`config.mk`:
```
export PLATFORM = sky130hd
export DESIGN_NAME = triangle_scanline_span_core_flat
export DESIGN_NICKNAME = d
export VERILOG_FILES = /design/src/design/tss_pkg.sv /design/src/design/tss_in_if.sv /design/src/design/tss_out_if.sv /design/src/design/tss_setup.sv /design/src/design/tss_mul.sv /design/src/design/tss_div.sv /design/src/design/tss_final.sv /design/src/design/triangle_scanline_span_core.sv /design/src/flat_wrapper.sv
export SDC_FILE = /design/constraint.sdc
export NUM_CORES = 2
export LEC_CHECK = 0
export BUFFER_PORTS_ARGS = -buffer_cell sky130_fd_sc_hd__buf_4
export CORE_ASPECT_RATIO = 1.2
export CORE_UTILIZATION = 60
export CTS_CLUSTER_DIAMETER = 30
export CTS_CLUSTER_SIZE = 12
export DETAILED_ROUTE_END_ITERATION = 10
export HOLD_SLACK_MARGIN = 0.1
export PLACE_DENSITY = 0.72
export SYNTH_ARGS = -nofsm -noshare
export SYNTH_HDL_FRONTEND = slang
export SYNTH_SLANG_ARGS = --single-unit
```
`constraint.sdc`:
```
create_clock -name clk -period 10.7 [get_ports clk]
set_input_delay 1.605 -clock clk [delete_from_list [all_inputs] [get_ports clk]]
set_output_delay 1.605 -clock clk [all_outputs]
set_load 0.005 [all_outputs]
```
`src/design/tss_pkg.sv`:
```
// shared constants and types for the triangle scanline span core
// no dependencies; every other design file imports this package
`default_nettype none

package tss_pkg;

  localparam int unsigned COORD_BITS_DEF = 12;
  localparam int unsigned NUM_LANES      = 2;

  // lane 0 follows the long edge, lane 1 the active short edge
  localparam int unsigned LANE_LONG  = 0;
  localparam int unsigned LANE_SHORT = 1;

  typedef struct packed {
    logic span_valid;
    logic last;
  } tss_flags_t;

endpackage : tss_pkg

`default_nettype wire

```
`src/design/tss_in_if.sv`:
```
// input channel: three vertices and a row offset with valid/ready
// depends on tss_pkg for the default coordinate width
`default_nettype none

interface tss_in_if
  import tss_pkg::*;
#(
  parameter int unsigned W = COORD_BITS_DEF
);
  logic         valid;
  logic         ready;
  logic [W-1:0] first_x;
  logic [W-1:0] first_y;
  logic [W-1:0] second_x;
  logic [W-1:0] second_y;
  logic [W-1:0] third_x;
  logic [W-1:0] third_y;
  logic [W-1:0] row_offset;

  modport source (
    output valid, first_x, first_y, second_x, second_y, third_x, third_y, row_offset,
    input  ready
  );

  modport sink (
    input  valid, first_x, first_y, second_x, second_y, third_x, third_y, row_offset,
    output ready
  );
endinterface : tss_in_if

`default_nettype wire

```
`src/design/tss_out_if.sv`:
```
// result channel: one span word per row query with valid/ready
// depends on tss_pkg for the default coordinate width
`default_nettype none

interface tss_out_if
  import tss_pkg::*;
#(
  parameter int unsigned W = COORD_BITS_DEF
);
  logic         valid;
  logic         ready;
  logic         span_valid;
  logic [W-1:0] span_y;
  logic [W-1:0] span_left;
  logic [W-1:0] span_right;
  logic         span_last;

  modport source (
    output valid, span_valid, span_y, span_left, span_right, span_last,
    input  ready
  );

  modport sink (
    input  valid, span_valid, span_y, span_left, span_right, span_last,
    output ready
  );
endinterface : tss_out_if

`default_nettype wire

```
`src/design/tss_setup.sv`:
```
// two stages: sort vertices by y, then edge setup (deltas, row index, divisors)
// depends on tss_pkg
`default_nettype none

module tss_setup
  import tss_pkg::*;
#(
  parameter int unsigned W = COORD_BITS_DEF
) (
  input  logic                            clk,
  input  logic                            rst_n,
  input  logic                            in_valid,
  output logic                            in_ready,
  input  logic [W-1:0]                    x0,
  input  logic [W-1:0]                    y0,
  input  logic [W-1:0]                    x1,
  input  logic [W-1:0]                    y1,
  input  logic [W-1:0]                    x2,
  input  logic [W-1:0]                    y2,
  input  logic [W-1:0]                    off,
  output logic                            out_valid,
  input  logic                            out_ready,
  output tss_flags_t                      out_flags,
  output logic [W-1:0]                    out_y,
  output logic [NUM_LANES-1:0][W-1:0]     out_base,
  output logic [NUM_LANES-1:0]            out_neg,
  output logic [NUM_LANES-1:0][W-1:0]     out_mag,
  output logic [NUM_LANES-1:0][W-1:0]     out_k,
  output logic [NUM_LANES-1:0][W-1:0]     out_d
);

  // ---------------- stage a: sort ----------------
  logic         sa_v_r;
  logic [W-1:0] sa_x_r [3];
  logic [W-1:0] sa_y_r [3];
  logic [W-1:0] sa_off_r;
  logic         sa_flat_r;
  logic [W-1:0] sa_lo_r;
  logic [W-1:0] sa_hi_r;
  logic         sa_rdy;
  logic         sb_rdy;

  logic [W-1:0] sx_c [3];
  logic [W-1:0] sy_c [3];
  logic [W-1:0] lo_c;
  logic [W-1:0] hi_c;
  logic [W-1:0] tx_c;
  logic [W-1:0] ty_c;

  always_comb begin
    sx_c[0] = x0; sy_c[0] = y0;
    sx_c[1] = x1; sy_c[1] = y1;
    sx_c[2] = x2; sy_c[2] = y2;
    tx_c = '0;
    ty_c = '0;
    // same three compare-swaps in the same order, ties keep their place
    if (sy_c[0] > sy_c[1]) begin
      tx_c = sx_c[0]; ty_c = sy_c[0];
      sx_c[0] = sx_c[1]; sy_c[0] = sy_c[1];
      sx_c[1] = tx_c; sy_c[1] = ty_c;
    end
    if (sy_c[0] > sy_c[2]) begin
      tx_c = sx_c[0]; ty_c = sy_c[0];
      sx_c[0] = sx_c[2]; sy_c[0] = sy_c[2];
      sx_c[2] = tx_c; sy_c[2] = ty_c;
    end
    if (sy_c[1] > sy_c[2]) begin
      tx_c = sx_c[1]; ty_c = sy_c[1];
      sx_c[1] = sx_c[2]; sy_c[1] = sy_c[2];
      sx_c[2] = tx_c; sy_c[2] = ty_c;
    end
    lo_c = x0;
    hi_c = x0;
    if (x1 < lo_c) lo_c = x1;
    if (x1 > hi_c) hi_c = x1;
    if (x2 < lo_c) lo_c = x2;
    if (x2 > hi_c) hi_c = x2;
  end

  assign sa_rdy   = !sa_v_r || sb_rdy;
  assign in_ready = sa_rdy;

  always_ff @(posedge clk) begin
    if (!rst_n) begin
      sa_v_r <= 1'b0;
    end else if (sa_rdy) begin
      sa_v_r <= in_valid;
    end
  end

  always_ff @(posedge clk) begin
    if (sa_rdy) begin
      sa_x_r    <= sx_c;
      sa_y_r    <= sy_c;
      sa_off_r  <= off;
      sa_flat_r <= (y0 == y1) && (y0 == y2);
      sa_lo_r   <= lo_c;
      sa_hi_r   <= hi_c;
    end
  end

  // ---------------- stage b: edge setup ----------------
  logic                        sb_v_r;
  tss_flags_t                  sb_flags_r;
  logic [W-1:0]                sb_y_r;
  logic [NUM_LANES-1:0][W-1:0] sb_base_r;
  logic [NUM_LANES-1:0]        sb_neg_r;
  logic [NUM_LANES-1:0][W-1:0] sb_mag_r;
  logic [NUM_LANES-1:0][W-1:0] sb_k_r;
  logic [NUM_LANES-1:0][W-1:0] sb_d_r;

  logic [W-1:0]                h_c;
  logic [W-1:0]                h1_c;
  logic [W-1:0]                h2_c;
  logic                        in_rng_c;
  logic                        second_c;
  logic [W:0]                  dxa_c;
  logic [W:0]                  dxb_c;
  logic [W:0]                  abs_a_c;
  logic [W:0]                  abs_b_c;
  tss_flags_t                  flags_nxt;
  logic [W-1:0]                y_nxt;
  logic [NUM_LANES-1:0][W-1:0] base_nxt;
  logic [NUM_LANES-1:0]        neg_nxt;
  logic [NUM_LANES-1:0][W-1:0] mag_nxt;
  logic [NUM_LANES-1:0][W-1:0] k_nxt;
  logic [NUM_LANES-1:0][W-1:0] d_nxt;

  always_comb begin
    h_c      = sa_y_r[2] - sa_y_r[0];
    h1_c     = sa_y_r[1] - sa_y_r[0];
    h2_c     = sa_y_r[2] - sa_y_r[1];
    in_rng_c = sa_flat_r ? (sa_off_r == '0) : (sa_off_r < h_c);
    second_c = (sa_off_r > h1_c) || (h1_c == '0);
    dxa_c    = {1'b0, sa_x_r[2]} - {1'b0, sa_x_r[0]};
    dxb_c    = second_c ? ({1'b0, sa_x_r[2]} - {1'b0, sa_x_r[1]})
                        : ({1'b0, sa_x_r[1]} - {1'b0, sa_x_r[0]});
    abs_a_c  = dxa_c[W] ? (~dxa_c + 1'b1) : dxa_c;
    abs_b_c  = dxb_c[W] ? (~dxb_c + 1'b1) : dxb_c;

    flags_nxt.span_valid = in_rng_c;
    flags_nxt.last       = in_rng_c && (sa_flat_r || (sa_off_r == (h_c - 1'b1)));
    y_nxt                = sa_y_r[0] + sa_off_r;

    if (sa_flat_r || !in_rng_c) begin
      // no interpolation: quotients come out zero
      base_nxt[LANE_LONG]  = sa_lo_r;
      base_nxt[LANE_SHORT] = sa_hi_r;
      neg_nxt              = '0;
      mag_nxt              = '0;
      k_nxt                = '0;
      d_nxt[LANE_LONG]     = W'(1);
      d_nxt[LANE_SHORT]    = W'(1);
    end else begin
      base_nxt[LANE_LONG]  = sa_x_r[0];
      base_nxt[LANE_SHORT] = second_c ? sa_x_r[1] : sa_x_r[0];
      neg_nxt[LANE_LONG]   = dxa_c[W];
      neg_nxt[LANE_SHORT]  = dxb_c[W];
      mag_nxt[LANE_LONG]   = abs_a_c[W-1:0];
      mag_nxt[LANE_SHORT]  = abs_b_c[W-1:0];
      k_nxt[LANE_LONG]     = sa_off_r;
      k_nxt[LANE_SHORT]    = second_c ? (sa_off_r - h1_c) : sa_off_r;
      d_nxt[LANE_LONG]     = h_c;
      d_nxt[LANE_SHORT]    = second_c ? h2_c : h1_c;
    end
  end

  assign sb_rdy = !sb_v_r || out_ready;

  always_ff @(posedge clk) begin
    if (!rst_n) begin
      sb_v_r <= 1'b0;
    end else if (sb_rdy) begin
      sb_v_r <= sa_v_r;
    end
  end

  always_ff @(posedge clk) begin
    if (sb_rdy) begin
      sb_flags_r <= flags_nxt;
      sb_y_r     <= y_nxt;
      sb_base_r  <= base_nxt;
      sb_neg_r   <= neg_nxt;
      sb_mag_r   <= mag_nxt;
      sb_k_r     <= k_nxt;
      sb_d_r     <= d_nxt;
    end
  end

  assign out_valid = sb_v_r;
  assign out_flags = sb_flags_r;
  assign out_y     = sb_y_r;
  assign out_base  = sb_base_r;
  assign out_neg   = sb_neg_r;
  assign out_mag   = sb_mag_r;
  assign out_k     = sb_k_r;
  assign out_d     = sb_d_r;

endmodule : tss_setup

`default_nettype wire

```
`src/design/tss_mul.sv`:
```
// one stage: |delta| * row index for both edges, registered
// depends on tss_pkg
`default_nettype none

module tss_mul
  import tss_pkg::*;
#(
  parameter int unsigned W = COORD_BITS_DEF
) (
  input  logic                          clk,
  input  logic                          rst_n,
  input  logic                          in_valid,
  output logic                          in_ready,
  input  tss_flags_t                    in_flags,
  input  logic [W-1:0]                  in_y,
  input  logic [NUM_LANES-1:0][W-1:0]   in_base,
  input  logic [NUM_LANES-1:0]          in_neg,
  input  logic [NUM_LANES-1:0][W-1:0]   in_mag,
  input  logic [NUM_LANES-1:0][W-1:0]   in_k,
  input  logic [NUM_LANES-1:0][W-1:0]   in_d,
  output logic                          out_valid,
  input  logic                          out_ready,
  output tss_flags_t                    out_flags,
  output logic [W-1:0]                  out_y,
  output logic [NUM_LANES-1:0][W-1:0]   out_base,
  output logic [NUM_LANES-1:0]          out_neg,
  output logic [NUM_LANES-1:0][W-1:0]   out_d,
  output logic [NUM_LANES-1:0][2*W-1:0] out_m
);

  logic                          v_r;
  tss_flags_t                    flags_r;
  logic [W-1:0]                  y_r;
  logic [NUM_LANES-1:0][W-1:0]   base_r;
  logic [NUM_LANES-1:0]          neg_r;
  logic [NUM_LANES-1:0][W-1:0]   d_r;
  logic [NUM_LANES-1:0][2*W-1:0] m_r;
  logic [NUM_LANES-1:0][2*W-1:0] m_nxt;
  logic                          rdy;

  always_comb begin
    for (int l = 0; l < NUM_LANES; l++) begin
      m_nxt[l] = {{W{1'b0}}, in_mag[l]} * {{W{1'b0}}, in_k[l]};
    end
  end

  assign rdy      = !v_r || out_ready;
  assign in_ready = rdy;

  always_ff @(posedge clk) begin
    if (!rst_n) begin
      v_r <= 1'b0;
    end else if (rdy) begin
      v_r <= in_valid;
    end
  end

  always_ff @(posedge clk) begin
    if (rdy) begin
      flags_r <= in_flags;
      y_r     <= in_y;
      base_r  <= in_base;
      neg_r   <= in_neg;
      d_r     <= in_d;
      m_r     <= m_nxt;
    end
  end

  assign out_valid = v_r;
  assign out_flags = flags_r;
  assign out_y     = y_r;
  assign out_base  = base_r;
  assign out_neg   = neg_r;
  assign out_d     = d_r;
  assign out_m     = m_r;

endmodule : tss_mul

`default_nettype wire

```
`src/design/tss_div.sv`:
```
// pipelined restoring divider, one quotient bit per stage, both edges side by side
// depends on tss_pkg
`default_nettype none

module tss_div
  import tss_pkg::*;
#(
  parameter int unsigned W = COORD_BITS_DEF
) (
  input  logic                          clk,
  input  logic                          rst_n,
  input  logic                          in_valid,
  output logic                          in_ready,
  input  tss_flags_t                    in_flags,
  input  logic [W-1:0]                  in_y,
  input  logic [NUM_LANES-1:0][W-1:0]   in_base,
  input  logic [NUM_LANES-1:0]          in_neg,
  input  logic [NUM_LANES-1:0][W-1:0]   in_d,
  input  logic [NUM_LANES-1:0][2*W-1:0] in_m,
  output logic                          out_valid,
  input  logic                          out_ready,
  output tss_flags_t                    out_flags,
  output logic [W-1:0]                  out_y,
  output logic [NUM_LANES-1:0][W-1:0]   out_base,
  output logic [NUM_LANES-1:0]          out_neg,
  output logic [NUM_LANES-1:0][W-1:0]   out_d,
  output logic [NUM_LANES-1:0][W-1:0]   out_rem,
  output logic [NUM_LANES-1:0][W-1:0]   out_quo
);

  logic                        v_r    [W];
  tss_flags_t                  flags_r[W];
  logic [W-1:0]                y_r    [W];
  logic [NUM_LANES-1:0][W-1:0] base_r [W];
  logic [NUM_LANES-1:0]        neg_r  [W];
  logic [NUM_LANES-1:0][W-1:0] d_r    [W];
  logic [NUM_LANES-1:0][W-1:0] rem_r  [W];
  // low dividend bits shift out while quotient bits shift in
  logic [NUM_LANES-1:0][W-1:0] rest_r [W];
  wire  [W:0]                  rdy;

  assign rdy[W]   = out_ready;
  assign in_ready = rdy[0];

  for (genvar s = 0; s < W; s++) begin : g_stage
    logic                        pv;
    tss_flags_t                  pflags;
    logic [W-1:0]                py;
    logic [NUM_LANES-1:0][W-1:0] pbase;
    logic [NUM_LANES-1:0]        pneg;
    logic [NUM_LANES-1:0][W-1:0] pd;
    logic [NUM_LANES-1:0][W-1:0] prem;
    logic [NUM_LANES-1:0][W-1:0] prest;
    logic [NUM_LANES-1:0][W-1:0] rem_nxt;
    logic [NUM_LANES-1:0][W-1:0] rest_nxt;

    if (s == 0) begin : g_head
      always_comb begin
        pv     = in_valid;
        pflags = in_flags;
        py     = in_y;
        pbase  = in_base;
        pneg   = in_neg;
        pd     = in_d;
        for (int l = 0; l < NUM_LANES; l++) begin
          // upper half is below the divisor since the quotient fits in W bits
          prem[l]  = in_m[l][2*W-1:W];
          prest[l] = in_m[l][W-1:0];
        end
      end
    end else begin : g_body
      always_comb begin
        pv     = v_r[s-1];
        pflags = flags_r[s-1];
        py     = y_r[s-1];
        pbase  = base_r[s-1];
        pneg   = neg_r[s-1];
        pd     = d_r[s-1];
        prem   = rem_r[s-1];
        prest  = rest_r[s-1];
      end
    end

    always_comb begin
      logic [W:0] trial;
      logic [W:0] diff;
      logic       ge;
      for (int l = 0; l < NUM_LANES; l++) begin
        trial       = {prem[l], prest[l][W-1]};
        diff        = trial - {1'b0, pd[l]};
        ge          = (trial >= {1'b0, pd[l]});
        rem_nxt[l]  = ge ? diff[W-1:0] : trial[W-1:0];
        rest_nxt[l] = {prest[l][W-2:0], ge};
      end
    end

    assign rdy[s] = !v_r[s] || rdy[s+1];

    always_ff @(posedge clk) begin
      if (!rst_n) begin
        v_r[s] <= 1'b0;
      end else if (rdy[s]) begin
        v_r[s] <= pv;
      end
    end

    always_ff @(posedge clk) begin
      if (rdy[s]) begin
        flags_r[s] <= pflags;
        y_r[s]     <= py;
        base_r[s]  <= pbase;
        neg_r[s]   <= pneg;
        d_r[s]     <= pd;
        rem_r[s]   <= rem_nxt;
        rest_r[s]  <= rest_nxt;
      end
    end
  end

  assign out_valid = v_r[W-1];
  assign out_flags = flags_r[W-1];
  assign out_y     = y_r[W-1];
  assign out_base  = base_r[W-1];
  assign out_neg   = neg_r[W-1];
  assign out_d     = d_r[W-1];
  assign out_rem   = rem_r[W-1];
  assign out_quo   = rest_r[W-1];

endmodule : tss_div

`default_nettype wire

```
`src/design/tss_final.sv`:
```
// output stage: round to nearest even, add to edge start, order left/right
// depends on tss_pkg
`default_nettype none

module tss_final
  import tss_pkg::*;
#(
  parameter int unsigned W = COORD_BITS_DEF
) (
  input  logic                        clk,
  input  logic                        rst_n,
  input  logic                        in_valid,
  output logic                        in_ready,
  input  tss_flags_t                  in_flags,
  input  logic [W-1:0]                in_y,
  input  logic [NUM_LANES-1:0][W-1:0] in_base,
  input  logic [NUM_LANES-1:0]        in_neg,
  input  logic [NUM_LANES-1:0][W-1:0] in_d,
  input  logic [NUM_LANES-1:0][W-1:0] in_rem,
  input  logic [NUM_LANES-1:0][W-1:0] in_quo,
  output logic                        out_valid,
  input  logic                        out_ready,
  output logic                        out_span_valid,
  output logic [W-1:0]                out_span_y,
  output logic [W-1:0]                out_span_left,
  output logic [W-1:0]                out_span_right,
  output logic                        out_span_last
);

  logic                        v_r;
  logic                        span_valid_r;
  logic [W-1:0]                span_y_r;
  logic [W-1:0]                span_left_r;
  logic [W-1:0]                span_right_r;
  logic                        span_last_r;
  logic                        rdy;

  logic [NUM_LANES-1:0][W+1:0] pos_c;
  logic [W-1:0]                left_nxt;
  logic [W-1:0]                right_nxt;

  always_comb begin
    logic [W:0] twice_r;
    logic       up;
    logic [W:0] qr;
    for (int l = 0; l < NUM_LANES; l++) begin
      twice_r  = {in_rem[l], 1'b0};
      // round half to even
      up       = (twice_r > {1'b0, in_d[l]}) ||
                 ((twice_r == {1'b0, in_d[l]}) && in_quo[l][0]);
      qr       = {1'b0, in_quo[l]} + {{W{1'b0}}, up};
      pos_c[l] = in_neg[l] ? ({2'b00, in_base[l]} - {1'b0, qr})
                           : ({2'b00, in_base[l]} + {1'b0, qr});
    end
    if ($signed(pos_c[LANE_LONG]) > $signed(pos_c[LANE_SHORT])) begin
      left_nxt  = pos_c[LANE_SHORT][W-1:0];
      right_nxt = pos_c[LANE_LONG][W-1:0];
    end else begin
      left_nxt  = pos_c[LANE_LONG][W-1:0];
      right_nxt = pos_c[LANE_SHORT][W-1:0];
    end
  end

  assign rdy      = !v_r || out_ready;
  assign in_ready = rdy;

  always_ff @(posedge clk) begin
    if (!rst_n) begin
      v_r <= 1'b0;
    end else if (rdy) begin
      v_r <= in_valid;
    end
  end

  always_ff @(posedge clk) begin
    if (rdy) begin
      span_valid_r <= in_flags.span_valid;
      if (in_flags.span_valid) begin
        span_y_r     <= in_y;
        span_left_r  <= left_nxt;
        span_right_r <= right_nxt;
        span_last_r  <= in_flags.last;
      end else begin
        span_y_r     <= '0;
        span_left_r  <= '0;
        span_right_r <= '0;
        span_last_r  <= 1'b0;
      end
    end
  end

  assign out_valid      = v_r;
  assign out_span_valid = span_valid_r;
  assign out_span_y     = span_y_r;
  assign out_span_left  = span_left_r;
  assign out_span_right = span_right_r;
  assign out_span_last  = span_last_r;

endmodule : tss_final

`default_nettype wire

```
`src/design/triangle_scanline_span_core.sv`:
```
// Triangle scanline span core.
// in_ch takes one word per row query: three vertices and a row offset counted
// up from the lowest vertex y. out_ch returns one word per query: span_valid,
// the absolute row y, the inclusive left and right x, and span_last on the
// final covered row. Rows at or past the triangle height come back with
// span_valid low and all other fields zero; a triangle with all y equal
// covers only offset 0, from its smallest to its largest x.
// The pipe has COORD_BITS + 4 register stages (16 at the default width): sort,
// edge setup, multiply, one stage per quotient bit of the restoring divider,
// then round and order. A new word is taken every cycle while in_ch.ready is
// high. Each stage moves on when its successor can take its word, so bubbles
// fill in while out_ch is stalled and in_ch.ready drops only once the pipe
// holds a word in every stage. Results are never dropped or repeated.
// Reset (rst_n low, synchronous) empties the pipe; there is no other state.
// Depends on tss_pkg, tss_in_if, tss_out_if and the tss_* stage modules.
`default_nettype none

module triangle_scanline_span_core
  import tss_pkg::*;
#(
  parameter int unsigned COORD_BITS = COORD_BITS_DEF
) (
  input  logic      clk,
  input  logic      rst_n,
  tss_in_if.sink    in_ch,
  tss_out_if.source out_ch
);

  localparam int unsigned W = COORD_BITS;

  logic                          su_valid;
  logic                          su_ready;
  tss_flags_t                    su_flags;
  logic [W-1:0]                  su_y;
  logic [NUM_LANES-1:0][W-1:0]   su_base;
  logic [NUM_LANES-1:0]          su_neg;
  logic [NUM_LANES-1:0][W-1:0]   su_mag;
  logic [NUM_LANES-1:0][W-1:0]   su_k;
  logic [NUM_LANES-1:0][W-1:0]   su_d;

  logic                          mu_valid;
  logic                          mu_ready;
  tss_flags_t                    mu_flags;
  logic [W-1:0]                  mu_y;
  logic [NUM_LANES-1:0][W-1:0]   mu_base;
  logic [NUM_LANES-1:0]          mu_neg;
  logic [NUM_LANES-1:0][W-1:0]   mu_d;
  logic [NUM_LANES-1:0][2*W-1:0] mu_m;

  logic                          dv_valid;
  logic                          dv_ready;
  tss_flags_t                    dv_flags;
  logic [W-1:0]                  dv_y;
  logic [NUM_LANES-1:0][W-1:0]   dv_base;
  logic [NUM_LANES-1:0]          dv_neg;
  logic [NUM_LANES-1:0][W-1:0]   dv_d;
  logic [NUM_LANES-1:0][W-1:0]   dv_rem;
  logic [NUM_LANES-1:0][W-1:0]   dv_quo;

  tss_setup #(.W(W)) u_setup (
    .clk       (clk),
    .rst_n     (rst_n),
    .in_valid  (in_ch.valid),
    .in_ready  (in_ch.ready),
    .x0        (in_ch.first_x),
    .y0        (in_ch.first_y),
    .x1        (in_ch.second_x),
    .y1        (in_ch.second_y),
    .x2        (in_ch.third_x),
    .y2        (in_ch.third_y),
    .off       (in_ch.row_offset),
    .out_valid (su_valid),
    .out_ready (su_ready),
    .out_flags (su_flags),
    .out_y     (su_y),
    .out_base  (su_base),
    .out_neg   (su_neg),
    .out_mag   (su_mag),
    .out_k     (su_k),
    .out_d     (su_d)
  );

  tss_mul #(.W(W)) u_mul (
    .clk       (clk),
    .rst_n     (rst_n),
    .in_valid  (su_valid),
    .in_ready  (su_ready),
    .in_flags  (su_flags),
    .in_y      (su_y),
    .in_base   (su_base),
    .in_neg    (su_neg),
    .in_mag    (su_mag),
    .in_k      (su_k),
    .in_d      (su_d),
    .out_valid (mu_valid),
    .out_ready (mu_ready),
    .out_flags (mu_flags),
    .out_y     (mu_y),
    .out_base  (mu_base),
    .out_neg   (mu_neg),
    .out_d     (mu_d),
    .out_m     (mu_m)
  );

  tss_div #(.W(W)) u_div (
    .clk       (clk),
    .rst_n     (rst_n),
    .in_valid  (mu_valid),
    .in_ready  (mu_ready),
    .in_flags  (mu_flags),
    .in_y      (mu_y),
    .in_base   (mu_base),
    .in_neg    (mu_neg),
    .in_d      (mu_d),
    .in_m      (mu_m),
    .out_valid (dv_valid),
    .out_ready (dv_ready),
    .out_flags (dv_flags),
    .out_y     (dv_y),
    .out_base  (dv_base),
    .out_neg   (dv_neg),
    .out_d     (dv_d),
    .out_rem   (dv_rem),
    .out_quo   (dv_quo)
  );

  tss_final #(.W(W)) u_final (
    .clk            (clk),
    .rst_n          (rst_n),
    .in_valid       (dv_valid),
    .in_ready       (dv_ready),
    .in_flags       (dv_flags),
    .in_y           (dv_y),
    .in_base        (dv_base),
    .in_neg         (dv_neg),
    .in_d           (dv_d),
    .in_rem         (dv_rem),
    .in_quo         (dv_quo),
    .out_valid      (out_ch.valid),
    .out_ready      (out_ch.ready),
    .out_span_valid (out_ch.span_valid),
    .out_span_y     (out_ch.span_y),
    .out_span_left  (out_ch.span_left),
    .out_span_right (out_ch.span_right),
    .out_span_last  (out_ch.span_last)
  );

endmodule : triangle_scanline_span_core

`default_nettype wire

```
`src/flat_wrapper.sv`:
```
// flat-port wrapper written by rule: the top's interface ports become plain ports
module triangle_scanline_span_core_flat import tss_pkg::*;
#(
  parameter int unsigned COORD_BITS = COORD_BITS_DEF
)
  (clk, rst_n, in_ch_valid, in_ch_first_x, in_ch_first_y, in_ch_second_x, in_ch_second_y, in_ch_third_x, in_ch_third_y, in_ch_row_offset, in_ch_ready, out_ch_valid, out_ch_span_valid, out_ch_span_y, out_ch_span_left, out_ch_span_right, out_ch_span_last, out_ch_ready);
  tss_in_if in_ch_i ();
  tss_out_if out_ch_i ();
  input  logic clk;
  input  logic rst_n;
  input wire logic [$bits(in_ch_i.valid)-1:0] in_ch_valid;
  input wire logic [$bits(in_ch_i.first_x)-1:0] in_ch_first_x;
  input wire logic [$bits(in_ch_i.first_y)-1:0] in_ch_first_y;
  input wire logic [$bits(in_ch_i.second_x)-1:0] in_ch_second_x;
  input wire logic [$bits(in_ch_i.second_y)-1:0] in_ch_second_y;
  input wire logic [$bits(in_ch_i.third_x)-1:0] in_ch_third_x;
  input wire logic [$bits(in_ch_i.third_y)-1:0] in_ch_third_y;
  input wire logic [$bits(in_ch_i.row_offset)-1:0] in_ch_row_offset;
  output wire logic [$bits(in_ch_i.ready)-1:0] in_ch_ready;
  output wire logic [$bits(out_ch_i.valid)-1:0] out_ch_valid;
  output wire logic [$bits(out_ch_i.span_valid)-1:0] out_ch_span_valid;
  output wire logic [$bits(out_ch_i.span_y)-1:0] out_ch_span_y;
  output wire logic [$bits(out_ch_i.span_left)-1:0] out_ch_span_left;
  output wire logic [$bits(out_ch_i.span_right)-1:0] out_ch_span_right;
  output wire logic [$bits(out_ch_i.span_last)-1:0] out_ch_span_last;
  input wire logic [$bits(out_ch_i.ready)-1:0] out_ch_ready;
  assign in_ch_i.valid = in_ch_valid;
  assign in_ch_i.first_x = in_ch_first_x;
  assign in_ch_i.first_y = in_ch_first_y;
  assign in_ch_i.second_x = in_ch_second_x;
  assign in_ch_i.second_y = in_ch_second_y;
  assign in_ch_i.third_x = in_ch_third_x;
  assign in_ch_i.third_y = in_ch_third_y;
  assign in_ch_i.row_offset = in_ch_row_offset;
  assign in_ch_ready = in_ch_i.ready;
  assign out_ch_valid = out_ch_i.valid;
  assign out_ch_span_valid = out_ch_i.span_valid;
  assign out_ch_span_y = out_ch_i.span_y;
  assign out_ch_span_left = out_ch_i.span_left;
  assign out_ch_span_right = out_ch_i.span_right;
  assign out_ch_span_last = out_ch_i.span_last;
  assign out_ch_i.ready = out_ch_ready;
  triangle_scanline_span_core #(.COORD_BITS(COORD_BITS)) u_core (.clk(clk), .rst_n(rst_n), .in_ch(in_ch_i), .out_ch(out_ch_i));
endmodule
```
==> metrics.yaml <==
crit_slowest_cell: "a2111oi_0"
yosysUniqueCellTypes: 66
grt_pass1_wl_um: 303100
max_freq_mhz: 121.9
multi_input_area_um2: 34450
yosys_warnings: 0
finalCritPeriodShare_pct: 76.68
port_buffers: 127
final_common_cell: "edfxtp_1"
period_minus_slack_ns: 8.204
ctsResizeCount: 0
min_path_type: "reg2reg"
cp-start-kind: "input pin"
fillers: 10190
violations: "DRC"
drtIter0Drc: 3055
die_x_um: 356.3
clk_pin_slew_ns: 0.05
via_per_inst: 5.646
htreeDepth: 5
required_ns: 11.28
finalMaxSlewViolations: 0
synth_cells: 7323
overflow: 0
grt_usage_pct: 25.76
slew-limit-headroom_pct: 26.44
mostFrequentLayoutCells: "edfxtp_1, inv_1, ha_1, nand2_1, nor2_1"
io_pins: 128
nets: 8614
clk_latency_ns: 0.90
cts_buffers: 301
synth-seq-cells: 1731
setup_viol: 0
cts_tree: "done"
grt_pass1_vias: 57900
hold_viol: 0
avgSynthCellArea_um2: 12.34
dp_hpwl_um: 139300
dieArea_um2: 152200
tns_ns: 0
cts_root_buf: "clkbuf_16"
globalplace.congestion: 0.9648
grt_max_degree: 85
crit_arrival_ns: 8.78
initial_core_util_pct: 60.60
path_class: "in2reg"
core_um2: 149100
cap_violations: 0
antennaDiodeCount: 0
syn_to_final_growth_pct: 14.35
antenna_found_initial: 0
postRouteAntennaNets: 0
routed_wl_um: 193300
grt_setup_unrepaired: "false"
drive_gt1_share_pct: 9.349
cts_hold_buf: 0
syn_area_um2: 90370
synthArstFlopShare_pct: 0
cp_common_cell: "nor3_1"
status: "complete, but fails checks"
regArea_um2: 51930
dieHeight_um: 427.1
worst_clock_skew_ns: 0.04972
drt_pass1_iterations: 9
num_rows: 155
max_slew.worst_pin.slew_ns: 1.103
synth_edf_count: 1726
synth-seq-area-share_pct: 57.46
drc_errors: 8
vias: 55410
synth_top_flop_cell: "edfxtp_1"
worst_path_largest_cell_delay_ns: 0.73
cp_max_fo: 29
post-cts-setup-buffers: 0
cts.path.max_buffers: 4
cts_sinks: 1731
end_kind: "register"
post_drt_wl_per_cell_um: 19.70
syn-num-nets: 8301
synth_stat cells (40+ instances only):
master	count	area [um2]
nand4_1	111	694.4
a21o_1	99	743.2
nand2b_1	62	387.9
ha_1	656	8208
and3_1	40	250.2
and2_1	139	869.6
fa_1	234	4684
nor3_1	121	605.6
o21a_1	77	578.1
nand2_1	583	2188
o21ai_0	364	1822
o21bai_1	40	300.3
clkbuf_1	148	555.5
mux2_2	60	675.7
a21oi_1	291	1456
a21boi_0	68	510.5
nor2_1	499	1873
xnor2_1	217	1901
inv_1	912	3423
nor2b_1	128	800.8
a211oi_1	44	330.3
xor2_1	132	1156
mux2i_1	151	1511
nand3_1	50	250.2
o31ai_1	96	720.7
edfxtp_1	1726	51830
flip-flops by register name (all words and copies together), names as in the netlist, 36 cells and up:
register / flops
u_core.u_div.base_r: 288
u_core.u_div.d_r: 288
u_core.u_div.rem_r: 288
u_core.u_div.rest_r: 288
u_core.u_div.y_r: 144
u_core.u_mul.out_m: 48
u_core.u_setup.sa_x_r: 36
u_core.u_setup.sa_y_r: 36
metrics by stage:
| stage | hold WS (ns) | utilization [%] | setup WS (ns) | cells | cell area, um2 |
|---|---|---|---|---|---|
| floorplan | 0.4003 | - | 0.6987 | 7323 | 90370 |
| global placement | 0.4008 | 62.79 | 1.672 | 9295 | 93640 |
| detailed placement | 0.4045 | 62.79 | 1.608 | 9295 | 93640 |
| CTS | 0.3857 | 69.29 | 2.531 | 9813 | 103300 |
| global route | 0.3980 | 69.29 | 1.959 | 9813 | 103300 |
| finish | 0.3863 | 69.29 | 2.496 | 9813 | 103300 |
worst paths after layout:
check,from,endpoint,depth (start not counted),slack (ns)
worst min register to register,u_core.u_div.rest_r[0][5],u_core.u_div.rest_r[0][30],0,0.39
worst min-delay path,u_core.u_div.rest_r[0][5],u_core.u_div.rest_r[0][30],0,0.39
worst max-delay path,in_ch_second_y[5],u_core.u_setup.sa_x_r[8],31,2.50
worst max register to register,u_core.u_div.rem_r[2][72],u_core.u_final.out_span_right[2],37,3.18
per-layer routing:
layer / GRT usage (%) / part of all wire [%] / vias up
li1: - / - / 26670
met1: 25.68 / 35 / 26720
met2: 49.37 / 55 / 1454
met3: 4.422 / 4.0 / 561
met4: 15.35 / 6.0 / 0
met5: 0 / 0 / -
cell families after synthesis:
logic type               Yosys count  synth area share [%]
XOR/XNOR                         349                 3.382
AND/OR/NAND/NOR                 1821                 9.413
AO/OA/AOI/OAI                   1238                 8.541
adder cells (fa/ha/maj)          890                 14.27
multiplexers                     211                 2.420
flip-flops                      1731                 57.46
buffers and inverters           1083                 4.518
cell type report:
| class | instances | share of cell area, % |
|---|---|---|
| clock buffers | 336 | 7.560 |
| repair buffers | 181 | 1.315 |
| multi-input cells | 4509 | 33.34 |
| well taps | 1962 | 2.376 |
| flip-flops and latches | 1731 | 50.25 |
| clock inverters | 182 | 1.826 |
| inverters | 912 | 3.334 |
critical path, delay by kind of cell:
kind	cells	cell delay (ns)
AOI/OAI and AO/OA	13	3.79
and+or+nand+nor	10	1.21
adders and majority gates	3	0.92
muxes	2	0.74
buffers and inverters	3	0.49
Power is left out: the tool's default activity adds up to more than one toggle a clock period on the data nets, which glitch-free logic cannot reach.
